**config.mk**
```make
export PLATFORM = sky130hd
export DESIGN_NAME = slave_function_state_table
export DESIGN_NICKNAME = d
export VERILOG_FILES = /design/src/rtl/sfst_pkg.sv /design/src/rtl/sfst_ctrl.sv /design/src/rtl/sfst_dpath.sv /design/src/rtl/slave_function_state_table.sv
export SDC_FILE = /design/constraint.sdc
export NUM_CORES = 1
export LEC_CHECK = 0
export BUFFER_PORTS_ARGS = -buffer_cell sky130_fd_sc_hd__clkbuf_2
export CAP_MARGIN = 30
export CORE_UTILIZATION = 45
export CTS_CLUSTER_DIAMETER = 200
export DETAILED_ROUTE_END_ITERATION = 6
export HOLD_SLACK_MARGIN = 0.08
export RECOVER_POWER = 25
export SKIP_LAST_GASP = 1
export SLEW_MARGIN = 20
export SYNTH_ARGS = -nofsm -noshare
export SYNTH_HDL_FRONTEND = slang
export SYNTH_HIERARCHICAL = 1
export SYNTH_SLANG_ARGS = --single-unit
```
**constraint.sdc**
```tcl
create_clock -name clk_i -period 7.05 [get_ports clk_i]
set_input_delay 1.41 -clock clk_i [delete_from_list [all_inputs] [get_ports clk_i]]
set_output_delay 1.41 -clock clk_i [all_outputs]
set_load 0.05 [all_outputs]
```
**src/rtl/sfst_pkg.sv**
```systemverilog
`default_nettype none

package sfst_pkg;

  // Field widths of one transaction
  localparam int unsigned AddrW     = 8;
  localparam int unsigned FuncIdxW  = 5;
  localparam int unsigned MaskW     = 32;
  localparam int unsigned OpW       = 2;
  localparam int unsigned InDataW   = 16;
  localparam int unsigned OutDataW  = 8;

  // Operation codes carried in tuser
  typedef enum logic [OpW-1:0] {
    OP_SET   = 2'd0,
    OP_QUERY = 2'd1,
    OP_CLEAR = 2'd2
  } op_e;

  // Controller states
  typedef enum logic [1:0] {
    ST_IDLE   = 2'd0,
    ST_DECODE = 2'd1,
    ST_SCAN   = 2'd2,
    ST_DONE   = 2'd3
  } state_e;

  // Commands from controller to datapath
  typedef struct packed {
    logic load;       // latch the incoming transaction, restart the scan
    logic scan;       // issue the next table read
    logic clear_tbl;  // empty the table
    logic res_we;     // capture the result
    logic update;     // write the set result into the table
    logic out_load;   // move the result into the output register
  } dp_cmd_t;

  // Status from datapath to controller
  typedef struct packed {
    logic [OpW-1:0] op;
    logic           acked;
    logic           hit;
    logic           miss;
    logic           out_free;
  } dp_sts_t;

endpackage

`default_nettype wire

```
**src/rtl/sfst_ctrl.sv**
```systemverilog
`default_nettype none

module sfst_ctrl (
  input  wire logic             clk_i,
  input  wire logic             rst_ni,
  input  wire logic             in_valid_i,
  output logic                  in_ready_o,
  input  wire sfst_pkg::dp_sts_t sts_i,
  output sfst_pkg::dp_cmd_t     cmd_o
);
  import sfst_pkg::*;

  state_e state_q, state_d;

  // State register
  always_ff @(posedge clk_i or negedge rst_ni) begin
    if (!rst_ni) begin
      state_q <= ST_IDLE;
    end else begin
      state_q <= state_d;
    end
  end

  // Next state and commands
  always_comb begin
    state_d    = state_q;
    in_ready_o = 1'b0;
    cmd_o      = '0;
    case (state_q)
      ST_IDLE: begin
        in_ready_o = 1'b1;
        if (in_valid_i) begin
          cmd_o.load = 1'b1;
          state_d    = ST_DECODE;
        end
      end
      ST_DECODE: begin
        if ((sts_i.op == OP_SET && sts_i.acked) || sts_i.op == OP_QUERY) begin
          state_d = ST_SCAN;
        end else begin
          cmd_o.res_we    = 1'b1;
          cmd_o.clear_tbl = (sts_i.op == OP_CLEAR);
          state_d         = ST_DONE;
        end
      end
      ST_SCAN: begin
        if (sts_i.hit || sts_i.miss) begin
          cmd_o.res_we = 1'b1;
          cmd_o.update = (sts_i.op == OP_SET);
          state_d      = ST_DONE;
        end else begin
          cmd_o.scan = 1'b1;
        end
      end
      ST_DONE: begin
        if (sts_i.out_free) begin
          cmd_o.out_load = 1'b1;
          state_d        = ST_IDLE;
        end
      end
      default: begin
        state_d = ST_IDLE;
      end
    endcase
  end

endmodule

`default_nettype wire

```
**src/rtl/sfst_dpath.sv**
```systemverilog
`default_nettype none

module sfst_dpath #(
  parameter int unsigned MAX_ENTRIES = 8
) (
  input  wire logic                              clk_i,
  input  wire logic                              rst_ni,
  input  wire logic [sfst_pkg::InDataW-1:0]      in_data_i,
  input  wire logic [sfst_pkg::OpW-1:0]          in_user_i,
  input  wire sfst_pkg::dp_cmd_t                 cmd_i,
  output sfst_pkg::dp_sts_t                      sts_o,
  output logic                                   out_valid_o,
  input  wire logic                              out_ready_i,
  output logic [sfst_pkg::OutDataW-1:0]          out_data_o
);
  import sfst_pkg::*;

  localparam int unsigned CntW = $clog2(MAX_ENTRIES + 1);
  localparam int unsigned IdxW = (MAX_ENTRIES > 1) ? $clog2(MAX_ENTRIES) : 1;

  // Table storage
  logic [AddrW-1:0] addr_mem [MAX_ENTRIES];
  logic [MaskW-1:0] mask_mem [MAX_ENTRIES];

  // Latched transaction
  logic [OpW-1:0]      op_q;
  logic [AddrW-1:0]    key_q;
  logic [FuncIdxW-1:0] bit_q;
  logic                on_q;
  logic                ack_q;

  // Scan and table control
  logic [CntW-1:0] count_q, count_d;
  logic [CntW-1:0] rd_ptr_q, rd_ptr_d;
  logic            cmp_vld_q, cmp_vld_d;
  logic [IdxW-1:0] cmp_idx_q;
  logic [AddrW-1:0] addr_rd_q;
  logic [MaskW-1:0] mask_rd_q;

  // Result and output registers
  logic [2:0] res_q, res_d;
  logic       out_vld_q, out_vld_d;
  logic [2:0] out_q;

  logic            rd_en;
  logic            hit, miss, room;
  logic            wr_en, append;
  logic [IdxW-1:0] wr_idx;
  logic [MaskW-1:0] new_mask;

  // Lookup status
  assign rd_en  = cmd_i.scan && (rd_ptr_q < count_q);
  assign hit    = cmp_vld_q && (addr_rd_q == key_q);
  assign miss   = !cmp_vld_q && (rd_ptr_q >= count_q);
  assign room   = count_q < CntW'(MAX_ENTRIES);
  assign append = !hit && room;
  assign wr_en  = cmd_i.update && (hit || room);
  assign wr_idx = hit ? cmp_idx_q : count_q[IdxW-1:0];

  // Build the updated mask: a new entry starts cleared
  always_comb begin
    new_mask        = hit ? mask_rd_q : '0;
    new_mask[bit_q] = on_q;
  end

  // Result fields: function_on, success, stored from the lowest bit up
  always_comb begin
    res_d = res_q;
    if (cmd_i.res_we) begin
      res_d[0] = (op_q == OP_QUERY) && hit && mask_rd_q[bit_q];
      res_d[1] = (op_q == OP_QUERY) || (op_q == OP_CLEAR) || ((op_q == OP_SET) && ack_q);
      res_d[2] = (op_q == OP_SET) && ack_q && (hit || room);
    end
  end

  // Scan pointer, entry count and output handshake
  always_comb begin
    rd_ptr_d  = rd_ptr_q;
    cmp_vld_d = rd_en;
    count_d   = count_q;
    out_vld_d = out_vld_q;
    if (cmd_i.load) begin
      rd_ptr_d = '0;
    end else if (rd_en) begin
      rd_ptr_d = rd_ptr_q + CntW'(1);
    end
    if (cmd_i.clear_tbl) begin
      count_d = '0;
    end else if (wr_en && append) begin
      count_d = count_q + CntW'(1);
    end
    if (cmd_i.out_load) begin
      out_vld_d = 1'b1;
    end else if (out_ready_i) begin
      out_vld_d = 1'b0;
    end
  end

  always_ff @(posedge clk_i or negedge rst_ni) begin
    if (!rst_ni) begin
      count_q   <= '0;
      rd_ptr_q  <= '0;
      cmp_vld_q <= 1'b0;
      out_vld_q <= 1'b0;
    end else begin
      count_q   <= count_d;
      rd_ptr_q  <= rd_ptr_d;
      cmp_vld_q <= cmp_vld_d;
      out_vld_q <= out_vld_d;
    end
  end

  // Payload registers
  always_ff @(posedge clk_i) begin
    if (cmd_i.load) begin
      key_q <= in_data_i[AddrW-1:0];
      bit_q <= in_data_i[AddrW+FuncIdxW-1:AddrW];
      on_q  <= in_data_i[AddrW+FuncIdxW];
      ack_q <= in_data_i[AddrW+FuncIdxW+1];
      op_q  <= in_user_i;
    end
    if (rd_en) begin
      cmp_idx_q <= rd_ptr_q[IdxW-1:0];
    end
    res_q <= res_d;
    if (cmd_i.out_load) begin
      out_q <= res_q;
    end
  end

  // Table read port, registered data
  always_ff @(posedge clk_i) begin
    if (rd_en) begin
      addr_rd_q <= addr_mem[rd_ptr_q[IdxW-1:0]];
      mask_rd_q <= mask_mem[rd_ptr_q[IdxW-1:0]];
    end
  end

  // Table write port
  always_ff @(posedge clk_i) begin
    if (wr_en) begin
      mask_mem[wr_idx] <= new_mask;
      if (append) begin
        addr_mem[wr_idx] <= key_q;
      end
    end
  end

  assign sts_o.op       = op_q;
  assign sts_o.acked    = ack_q;
  assign sts_o.hit      = hit;
  assign sts_o.miss     = miss;
  assign sts_o.out_free = !out_vld_q || out_ready_i;

  assign out_valid_o = out_vld_q;
  assign out_data_o  = {{(OutDataW-3){1'b0}}, out_q};

endmodule

`default_nettype wire

```
**src/rtl/slave_function_state_table.sv**
```systemverilog
// Shadow table of function on/off bits, keyed by slave address.
// Input channel s_axis_*: one transaction per command. tuser holds the
// operation (set bit, query bit, clear table); tdata holds the slave address,
// function number, on/off value and bus acknowledge.
// Output channel m_axis_*: exactly one result transaction per command, with
// function_on, success and stored in tdata.
// A clear, an unacknowledged set or an unused operation goes from accept
// through decode straight to its result; a set or query instead scans the stored
// entries one per cycle until it hits the slave address or has read all N
// entries in the table (N <= MAX_ENTRIES); an empty table gives a miss with no read.
// The block accepts no new command until the previous one has moved its
// result to the output register; the sequential scan sets the time per command.
// A new command is accepted while the previous result still waits in the
// output register; when the receiver stalls, the finished result holds in
// the datapath result register until the output register frees, and no
// further command is accepted meanwhile.
// Reset empties the table at once; entry storage itself is not cleared.
`default_nettype none

module slave_function_state_table #(
  parameter int unsigned MAX_ENTRIES = 8
) (
  input  wire logic                          clk_i,
  input  wire logic                          rst_ni,
  input  wire logic                          s_axis_tvalid_i,
  output logic                               s_axis_tready_o,
  // [7:0] slave_address, [12:8] function_index, [13] turn_on, [14] acked
  input  wire logic [sfst_pkg::InDataW-1:0]  s_axis_tdata_i,
  // [1:0] func
  input  wire logic [sfst_pkg::OpW-1:0]      s_axis_tuser_i,
  output logic                               m_axis_tvalid_o,
  input  wire logic                          m_axis_tready_i,
  // [0] function_on, [1] success, [2] stored
  output logic [sfst_pkg::OutDataW-1:0]      m_axis_tdata_o
);
  import sfst_pkg::*;

  dp_cmd_t cmd;
  dp_sts_t sts;

  sfst_ctrl u_ctrl (
    .clk_i      (clk_i),
    .rst_ni     (rst_ni),
    .in_valid_i (s_axis_tvalid_i),
    .in_ready_o (s_axis_tready_o),
    .sts_i      (sts),
    .cmd_o      (cmd)
  );

  sfst_dpath #(
    .MAX_ENTRIES (MAX_ENTRIES)
  ) u_dpath (
    .clk_i       (clk_i),
    .rst_ni      (rst_ni),
    .in_data_i   (s_axis_tdata_i),
    .in_user_i   (s_axis_tuser_i),
    .cmd_i       (cmd),
    .sts_o       (sts),
    .out_valid_o (m_axis_tvalid_o),
    .out_ready_i (m_axis_tready_i),
    .out_data_o  (m_axis_tdata_o)
  );

endmodule

`default_nettype wire
```
# After elaboration in Yosys (flattened, before gate mapping)
# Memory sizes are Yosys's and may differ from the RTL's. A register that Yosys moved wholly into a read port is not among the register bits.
# Cells that the tools add are included.
[totals]
reg_bits = 38
ram_bits = 320
in_bits = 22
out_inout_bits = 10
elab_cells = 92
n_memories = 2
[memory_table]
columns = ["memory", "words", "width", "rd", "rd_clocked_by_memory_dff", "wr", "line", "source"]
rows = [
  ["u_dpath.mask_mem", 8, 32, 1, 1, 1, "sfst_dpath.sv:23", "logic [MaskW-1:0] mask_mem [MAX_ENTRIES];"],
  ["u_dpath.addr_mem", 8, 8, 1, 1, 1, "sfst_dpath.sv:22", "logic [AddrW-1:0] addr_mem [MAX_ENTRIES];"],
]
[op_classes]
n_addsub = 2
order_cmp = 5
eq_ne = 9
n_mux = 35
n_reduce_logical = 26
[op_table]
columns = ["operator", "n"]
rows = [
  ["$bwmux W32", 1],
  ["$mux W32", 1],
  ["$mux W1", 19],
  ["$mux W4", 4],
  ["$logic_and A1 B1 Y1", 11],
  ["$mux W2", 5],
  ["$add A4 B1 Y4 const B", 2],
  ["$eq A8 B8 Y1", 1],
  ["$pmux W2 S4", 1],
  ["$eq A2 B2 Y1 const B", 3],
  ["$logic_or A1 B1 Y1", 6],
  ["$lt A5 B6 Y1 const B", 1],
  ["$reduce_bool A2 Y1", 3],
  ["$bmux W1 S5", 1],
  ["$demux W1 S5", 1],
  ["$ge A5 B1 Y1 const B", 1],
  ["$eq A2 B1 Y1 const B", 2],
  ["$ge A4 B4 Y1", 1],
  ["$logic_not A2 Y1", 2],
  ["$lt A4 B4 Y1", 1],
  ["$lt A4 B4 Y1 const B", 1],
  ["$ne A2 B2 Y1 const B", 2],
  ["$logic_not A1 Y1", 3],
  ["$mux W3", 1],
  ["other kinds (3)", 3],
]

# Depth between registers and ports, before layout
# Gate-level depths: netlist (run 1).
[logic_depth]
ltp_word = 9
ltp_mapped = 16
mapped_depth_nobuf = 13

# Modules after synthesis
# The synthesis (run 1) kept the hierarchy.
[modules_own_cells]
columns = ["module", "n_inst", "cells_per_inst", "area_per_inst_um2", "seq_area_each_um2"]
rows = [
  ["sfst_dpath", 1, 806, 15964.1, 11841.4],
  ["sfst_ctrl", 1, 28, 252.7, 50.0],
]

# Worst setup path before layout (run 1)
# OpenSTA, ideal clock, no wires.
[synth_timing]
kind = "register to register"
start = "register u_dpath.rd_ptr_q[0]"
end = "memory u_dpath.mask_mem[3][0], enable pin"
setup_ns = 0.428
t_arrival_ns = 4.460
t_required_ns = 6.622
slack_ns = 2.162
stages_incl_launch_ff = 17
path_buffers = 3
period_less_slack_ns = 4.888
path_cell_list = "dfrtp_1 > buf_4 > buf_4 > inv_1 > ha_1 > nor2b_1 > o21a_1 > o21a_4 > nor2_1 > a21oi_1 > buf_4 > o21ai_1 > nor3_1 > and2b_1 > nand2_1 > nor4b_1 > o21bai_1"
[synth_rtl]
columns = ["item", "line", "source"]
rows = [
  ["from (decl)", "sfst_dpath.sv:34", "logic [CntW-1:0] rd_ptr_q, rd_ptr_d;"],
  ["from (signal assigned)", "sfst_dpath.sv:107", "rd_ptr_q <= rd_ptr_d;"],
  ["to (decl)", "sfst_dpath.sv:23", ""],
]

==> results of run 1 <==
[final cells by class]
class | instances | area [um2] | area share
Tap cell | 461 | 577 | 0.0315
Clock buffer | 49 | 1080 | 0.0588
Clock inverter | 24 | 231 | 0.0126
Timing Repair Buffer | 56 | 364 | 0.0199
Sequential cell | 398 | 11900 | 0.649
Multi-Input combinational cell | 381 | 4140 | 0.226
Inverter | 10 | 37.5 | 0.00205
[cell usage in the layout (no fill, tap or decap), types with 4 or more instances in the layout]
master,netlist,final
nand4_1,4,4
dfrtp_1,12,10
xnor2_1,8,8
a21oi_1,7,7
clkinvlp_4,0,4
o21ai_0,58,60
clkbuf_1,18,28
nand3_1,31,31
clkbuf_2,1,13
nand3b_1,4,4
mux2_2,42,39
nor2b_1,5,5
bufinv_16,0,4
nor2_1,16,16
nand2b_1,11,11
clkinv_2,0,7
o21bai_4,0,6
ha_1,13,13
nand2_1,28,28
inv_1,10,10
clkinv_1,0,8
conb_1,1,5
mux2i_1,6,6
nor4_2,1,5
edfxtp_1,386,386
buf_4,17,17
clkbuf_16,0,42
mux4_2,84,84
[flip-flops by register name, indices dropped and copies added (netlist names)]
register             count
u_ctrl/state_q           2
u_dpath/ack_q            1
u_dpath/addr_mem        64
u_dpath/addr_rd_q        8
u_dpath/bit_q            5
u_dpath/cmp_idx_q        3
u_dpath/cmp_vld_q        1
u_dpath/count_q          4
u_dpath/key_q            8
u_dpath/mask_mem       256
u_dpath/mask_rd_q       32
u_dpath/on_q             1
u_dpath/op_q             2
u_dpath/out_q            3
u_dpath/out_valid_o      1
u_dpath/rd_ptr_q         4
u_dpath/res_q            3
[logic make-up (layout without fill, tap and decap cells)]
group                    after synthesis  after routing  share of synthesized area
multiplexers                         135            135                      0.154
flip-flops                           398            398                      0.733
buffers and inverters                 59            139                     0.0198
AO/OA/AOI/OAI                         87             87                     0.0314
AND/OR/NAND/NOR                      133            133                     0.0465
adder cells (fa/ha/maj)               13             13                     0.0100
XOR/XNOR                               8              8                    0.00432
other                                  1              5                   0.000231
[routing by layer]
layer,part of all wire,vias to the layer above,global-route usage,wire (um)
li1,-,3494,-,-
met1,0.46,4180,0.268,15100
met2,0.47,212,0.292,15400
met3,0.054,48,0.0338,1770
met4,0.018,0,0.0470,587
met5,0,-,0,0
[worst max-delay path: stages, from the launching register on]
cell      delay [ps]
dfrtp_1          600
ha_1             410
nor2b_1          140
o21a_1           140
o21a_4           170
nor2_1            50
a21oi_1          190
o21ai_1          130
nor3_1           520
and2b_1          310
nand2_1          220
nor4b_2          280
buf_4            260
o21bai_4         150
buf_4            520
[report_power, final]
part	leakage, nW	internal [mW]	total [mW]	switching, mW
Combinational	1.42	0.434	0.906	0.472
Clock	0.630	1.24	2.11	0.869
Sequential	3.75	2.74	2.82	0.0892
Total	5.80	4.41	5.84	1.43
[path summary, 6_finish.rpt]
kind / slack, ps / cells after the start / startpoint / end
min in group asynchronous: 910 / 1 / rst_ni / u_dpath/cmp_vld_q$_DFF_PN0_
max in group asynchronous: 5600 / 1 / rst_ni / u_dpath/rd_ptr_q[0]$_DFFE_PN0P_
hold reg to reg: 420 / 0 / u_dpath/res_q[2]$_DFFE_PP_ / u_dpath/out_q[2]$_DFFE_PP_
setup reg to reg: 2560 / 14 / u_dpath/rd_ptr_q[1]$_DFFE_PN0P_ / u_dpath/mask_mem[3][11]$_DFFE_PP_
hold / removal: 420 / 0 / u_dpath/res_q[2]$_DFFE_PP_ / u_dpath/out_q[2]$_DFFE_PP_
setup / recovery: 2560 / 14 / u_dpath/rd_ptr_q[1]$_DFFE_PN0P_ / u_dpath/mask_mem[3][11]$_DFFE_PP_
==> results_dict.tcl, run 1 <==
set metrics [dict create \
    grt_antenna_before_repair 0 \
    die_w_um 192 \
    post-place-ws_ps 2550 \
    die_h_um 192 \
    cts_buffers 41 \
    place_inst 1300 \
    ys_seq_area_frac 0.733 \
    floorplan.initialDensity 0.457 \
    antenna_cells 0 \
    ys_top_cells_by_area "edfxtp_1, mux4_2, mux2_2, dfrtp_1, o21ai_0" \
    async_reset_ff_frac 0.0302 \
    die_area_um2 36800 \
    row_count 69 \
    cts_setup_buffers 0 \
    cp.arrival_ps 4650 \
    setup_tns_ps 0 \
    numPortBuffers 25 \
    netlist_instances 834 \
    min_path_type "reg -> reg" \
    drt-total-wl_um 32900 \
    grt-ovfl-total 0 \
    dp_hpwl_um 17700 \
    yosysMostFrequentCell "edfxtp_1" \
    path_max_fanout 32 \
    synth_ff_type "edfxtp_1" \
    synth_edf_count 386 \
    post-route-util 0.516 \
    fin_area_um2 18300 \
    status "complete, but fails checks" \
    first_pass_iters 5 \
    synth_area_um2 16200 \
    layout.cells.non_filler 1379 \
    power_density_nw_per_um2 318 \
    ant_nets 0 \
    clk_pin_slew_ps 60 \
    worstMarginPinSlew_ps 3350 \
    synth_cell_types 55 \
    ir_drop_uv 262 \
    maxSlewViolCount 103 \
    setup_viol 0 \
    viasPerCell 5.75 \
    synth_area_per_cell_um2 19.4 \
    clock_latency_ps 540 \
    p_leak_nw 5.80 \
    h-tree-depth 2 \
    cts_root_buf "clkbuf_16" \
    drive_gt1_frac 0.268 \
    ctsHoldBuffers 0 \
    clkSinkCount 398 \
    clockBufferDepth 3 \
    tritoncts "built" \
    grt_pass1_vias 7914 \
    relSlewSlack -1.23 \
    drv_cap 3 \
    whs_ps 422 \
    io_pins 32 \
    max_freq_mhz 223 \
    cp-start-kind "flip-flop" \
    grt_pass1_wl_um 49700 \
    drt_iter0_drc 615 \
    final-hold-violation-count 0 \
    power_mw 5.84 \
    synth_top_area_share 0.715 \
    synth-seq-cells 398 \
    worstPathRequired_ps 7210 \
    final.period_utilization 0.637 \
    gp_congestion 0.708 \
    end_kind "flip-flop" \
    final.setup_skew_ps 29.2 \
    track_usage 0.186 \
    period_minus_slack_ps 4490 \
    place_area_um2 17000 \
    layout_setup_ws_ps 2560 \
    synthTopCellsByCount "edfxtp_1, mux4_2, o21ai_0, mux2_2, nand3_1" \
    yosysWarningCount 6 \
    rsz0062_at_grt "false" \
    cts_resized 0 \
    core_area_um2 35500 \
    failed_checks "capacitance limit, slew limit" \
    syn2layout_area_growth_pct 13.0 \
    wl_per_cell_um 23.8 \
    vias 7934 \
    grt_start_max_net_pins 46 \
    fill_cells 2810 \
    nNetsFinal 923 \
    worstSetupPathType "reg -> reg" \
    drc_errors 0 \
    synth.largest_area_cell "edfxtp_1" \
]
Note: power is estimated with default switching activity, not from simulation.
==> run 2: changes to the inputs <==
Clock period 7.05 ns to 3.9 ns, I/O delays scaled along.
==> results_dict.tcl, run 2 (synthesized netlist as in run 1, its figures left out) <==
set metrics [dict create \
    ant_nets 0 \
    worstMarginPinSlew_ps 1590 \
    top_layer_used "met4" \
    core_area_um2 35500 \
    grt_pass1_vias 8317 \
    die_area_um2 36800 \
    cp.arrival_ps 3720 \
    cts_root_buf "clkbuf_16" \
    worstSetupPathType "reg -> reg" \
    largest_register_ffs 256 \
    io_pins 32 \
    relSlewSlack -0.0586 \
    drt-total-wl_um 33000 \
    ir_drop_uv 516 \
    fin_area_um2 18500 \
    met1_length_um 15100 \
    power_density_nw_per_um2 574 \
    clockBufferDepth 3 \
    syn2layout_area_growth_pct 14.1 \
    cts_buffers 42 \
    vias 7975 \
    rrSetupSlack_ps 380 \
    path_max_fanout 18 \
    nNetsFinal 933 \
    h-tree-depth 2 \
    grt_antenna_before_repair 0 \
    wl_per_cell_um 23.7 \
    worstPathRequired_ps 4100 \
    drv_cap 2 \
    dp_hpwl_um 18700 \
    final.setup_skew_ps 21.6 \
    min_path_type "in -> async" \
    final.period_utilization 0.901 \
    grt_start_max_net_pins 47 \
    cp-start-kind "flip-flop" \
    p_leak_nw 5.87 \
    final-hold-violation-count 0 \
    die_h_um 192 \
    floorplan.initialDensity 0.457 \
    grt_pass1_wl_um 51000 \
    clkSinkCount 398 \
    met2_length_um 15800 \
    period_minus_slack_ps 3520 \
    status "complete, but fails checks" \
    top_regs "u_dpath/mask_mem x256, u_dpath/addr_mem x64, u_dpath/mask_rd_q x32" \
    setup_viol 0 \
    track_usage 0.191 \
    layout.cells.non_filler 1392 \
    max_freq_mhz 284 \
    die_w_um 192 \
    layout_commonest_cell "edfxtp_1" \
    clock_latency_ps 560 \
    tritoncts "built" \
    cts_resized 0 \
    failed_checks "capacitance limit, slew limit" \
    end_kind "flip-flop" \
    first_pass_iters 5 \
    place_inst 1310 \
    clk_pin_slew_ps 60 \
    wl_met3_um 1650 \
    grt-ovfl-total 0 \
    drt_iter0_drc 608 \
    antenna_cells 0 \
    gp_congestion 0.752 \
    largest_register "u_dpath/mask_mem" \
    mostFrequentLayoutCells "edfxtp_1, mux4_2, o21ai_0" \
    viasPerCell 5.73 \
    rsz0062_at_grt "false" \
    drc_errors 0 \
    numPortBuffers 25 \
    maxSlewViolCount 87 \
    row_count 69 \
    place_area_um2 17200 \
    post-route-util 0.521 \
    drive_gt1_frac 0.276 \
]
run 2: changes by cell type in the layout (fill, tap and decap cells not counted), moves of 2 or more:
| cell | change |
|---|---|
| nor4_2 | -2 |
| buf_6 | -2 |
| clkbuf_1 | +6 |
| clkinvlp_4 | -2 |
| mux2_2 | +2 |
| buf_12 | +7 |
| clkinv_1 | -3 |
| buf_4 | +5 |
| mux2_1 | -2 |
| nor4_4 | +2 |
run 2: metal layers:
| layer | vias to the layer above | track usage |
|---|---|---|
| met5 | - | 0 |
| met4 | 0 | 0.0427 |
| met3 | 34 | 0.0365 |
| met2 | 185 | 0.300 |
| met1 | 4245 | 0.278 |
| li1 | 3511 | - |
run 2: worst paths after layout:
kind | startpoint | endpoint | depth (start not counted)
min in group clk_i | s_axis_tuser_i[0] | u_dpath/op_q[0]$_DFFE_PP_ | 1
max | u_dpath/count_q[1]$_DFFE_PN0P_ | u_dpath/mask_mem[6][29]$_DFFE_PP_ | 15
max reg2reg | u_dpath/count_q[1]$_DFFE_PN0P_ | u_dpath/mask_mem[6][29]$_DFFE_PP_ | 15
min reg2reg | u_dpath/res_q[2]$_DFFE_PP_ | u_dpath/out_q[2]$_DFFE_PP_ | 0
min | rst_ni | u_dpath/out_valid_o$_DFFE_PN0P_ | 1
max in group asynchronous | rst_ni | u_dpath/rd_ptr_q[0]$_DFFE_PN0P_ | 1
run 2: worst max-delay path, cell delays in order, from the launching register on:
cell and delay, ps:
dfrtp_1 410, inv_1 90, ha_1 290, nor2b_1 140
o21a_1 130, o21a_4 170, nor2_1 50, a21oi_1 170
o21ai_1 110, nor3_1 230, and2b_1 270, nand2_1 190
buf_4 210, nor4_4 160, o21bai_4 170, buf_4 370
run 2: area by class of cell:
class                      instances  area [um2]
fill                            2778       17000
clock buffer                      59        1150
timing repair buffer              65         504
sequential                       398       11900
tap                              461         577
clock inverter                    18         186
multi-input combinational        381        4150
inverter                          10        37.5
run 2: timing repair:
| item | 4_1_cts | 5_1_grt |
|---|---|---|
| endpoints found under the setup margin | 0 | 19 |
| hold buffers | 0 | 0 |
| buffers inserted | 0 | 1 |
run 2: power breakdown:
group	internal (mW)	switching, mW
combinational	0.822	0.888
sequential	4.94	0.135
clock	2.26	1.57
run 2: through the flow:
stage / power (mW) / worst slack, ps / hold slack (ps) / setup TNS, ps
finish: 10.6 / 384 / 257 / 0
global route: 11.1 / 35.1 / 298 / 0
CTS: 10.7 / 311 / 107 / 0
detailed placement: 6.88 / 328 / 407 / 0
global placement: 6.86 / 355 / 401 / 0
floorplan: 6.49 / -506 / 400 / -48480
==> run 3: changes to the inputs <==
Settings changed: BUFFER_PORTS_ARGS -buffer_cell sky130_fd_sc_hd__clkbuf_2 to -buffer_cell sky130_fd_sc_hd__buf_2.
==> results_dict.tcl, run 3 (synthesized netlist as in run 1, its figures left out) <==
set metrics [dict create \
    cp-start-kind "flip-flop" \
    clockBufferDepth 3 \
    maxSlewViolCount 85 \
    drv_cap 2 \
    layout_commonest_cell "edfxtp_1" \
    grt_start_max_net_pins 47 \
    whs_ps 392 \
    min_path_type "in -> reg" \
    dp_hpwl_um 18600 \
    antenna_cells 0 \
    track_usage 0.192 \
    top_regs "u_dpath/mask_mem x256, u_dpath/addr_mem x64, u_dpath/mask_rd_q x32" \
    drt-total-wl_um 33300 \
    final.period_utilization 0.938 \
    tritoncts "built" \
    period_minus_slack_ps 3660 \
    io_pins 32 \
    place_inst 1308 \
    cts_buffers 42 \
    max_freq_mhz 273 \
    largest_register "u_dpath/mask_mem" \
    gp_congestion 0.764 \
    setup_viol 0 \
    cp.arrival_ps 3900 \
    grt_pass1_wl_um 51100 \
    row_count 69 \
    power_density_nw_per_um2 582 \
    mostFrequentLayoutCells "edfxtp_1, mux4_2, o21ai_0" \
    syn2layout_area_growth_pct 14.4 \
    h-tree-depth 2 \
    layout.cells.non_filler 1390 \
    die_area_um2 36800 \
    final.setup_skew_ps 29.3 \
    failed_checks "capacitance limit, slew limit" \
    largest_register_ffs 256 \
    grt_pass1_vias 8228 \
    clk_pin_slew_ps 60 \
    rsz0062_at_grt "false" \
    nNetsFinal 933 \
    fill_cells 2798 \
    cts_resized 0 \
    ir_drop_uv 466 \
    final-hold-violation-count 0 \
    end_kind "flip-flop" \
    p_leak_nw 5.91 \
    worstPathRequired_ps 4150 \
    clock_latency_ps 560 \
    status "complete, but fails checks" \
    grt-ovfl-total 0 \
    die_w_um 192 \
    drc_errors 0 \
    numPortBuffers 25 \
    vias 7965 \
    viasPerCell 5.73 \
    floorplan.initialDensity 0.457 \
    cts_root_buf "clkbuf_16" \
    worstMarginPinSlew_ps 1590 \
    relSlewSlack -0.0615 \
    path_max_fanout 20 \
    wl_per_cell_um 24.0 \
    core_area_um2 35500 \
    first_pass_iters 4 \
    ant_nets 0 \
    drt_iter0_drc 628 \
    grt_antenna_before_repair 0 \
    clkSinkCount 398 \
    worstSetupPathType "reg -> reg" \
    drive_gt1_frac 0.283 \
    die_h_um 192 \
]
-- run 3: changes by cell type in the layout (fill, tap and decap cells not counted), moves of 3 or more --
cell       before  now
clkbuf_2       14    3
bufinv_16       3    6
clkinv_4        0    3
clkinv_1        5    8
clkbuf_1       34   24
buf_2           0   14
-- run 3: final cells by class --
cell class	count	area, um2	area share
clock inverters	26	288	0.0155
clock buffers	49	1100	0.0592
flip-flops and latches	398	11900	0.641
well taps	461	577	0.0311
multi-input cells	381	4170	0.225
inverters	10	37.5	0.00202
repair buffers	65	488	0.0263
-- run 3: power by group --
group / switching (mW) / leakage, nW / internal, mW
sequential: 0.140 / 3.75 / 4.94
clock: 1.60 / 0.679 / 2.41
combinational: 0.886 / 1.48 / 0.812
-- run 3: layer usage --
| metal | vias to the layer above | GRT usage | part of all wire |
|---|---|---|---|
| li1 | 3515 | - | - |
| met1 | 4200 | 0.277 | 0.45 |
| met2 | 214 | 0.303 | 0.48 |
| met3 | 36 | 0.0369 | 0.055 |
| met4 | 0 | 0.0458 | 0.013 |
| met5 | - | 0 | 0 |
-- run 3: final timing paths --
kind	from	end	slack, ps	depth (start not counted)
setup / recovery	u_dpath/count_q[1]$_DFFE_PN0P_	u_dpath/mask_mem[3][23]$_DFFE_PP_	240	14
setup reg to reg	u_dpath/count_q[1]$_DFFE_PN0P_	u_dpath/mask_mem[3][23]$_DFFE_PP_	240	14
hold reg to reg	u_dpath/res_q[1]$_DFFE_PP_	u_dpath/out_q[1]$_DFFE_PP_	420	0
min in group asynchronous	rst_ni	u_dpath/out_valid_o$_DFFE_PN0P_	770	2
max in group asynchronous	rst_ni	u_dpath/rd_ptr_q[1]$_DFFE_PN0P_	2600	2
hold / removal	s_axis_tuser_i[0]	u_dpath/op_q[0]$_DFFE_PP_	390	1
-- run 3: worst max-delay path, cell delays in order, from the launching register on --
cell	delay, ps
dfrtp_1	410
inv_1	90
ha_1	300
nor2b_1	130
o21a_1	130
o21a_4	170
nor2_1	50
a21oi_1	180
o21ai_1	120
nor3_1	250
and2b_1	280
nand2_1	290
nor4b_4	330
o21bai_4	340
buf_12	260
-- run 3: per-stage QoR --
| step | total power [mW] | setup WS (ps) | utilization | TNS [ps] | cell area, um2 |
|---|---|---|---|---|---|
| after floorplan | 6.49 | -506 | - | -48480 | 16400 |
| after global placement | 6.86 | 322 | 0.483 | 0 | 17100 |
| after detailed placement | 6.88 | 255 | 0.483 | 0 | 17200 |
| after CTS | 10.9 | 227 | 0.523 | 0 | 18600 |
| after global routing | 11.2 | 8.55 | 0.523 | 0 | 18600 |
| final | 10.8 | 241 | 0.523 | 0 | 18600 |
-- run 3: what timing repair did --
| item | 4_1_cts | 5_1_grt |
|---|---|---|
| hold buffers | 1 | 0 |
| setup endpoints to repair | 0 | 18 |
| hold endpoints to repair | 3 | 0 |
| setup buffers | 0 | 1 |
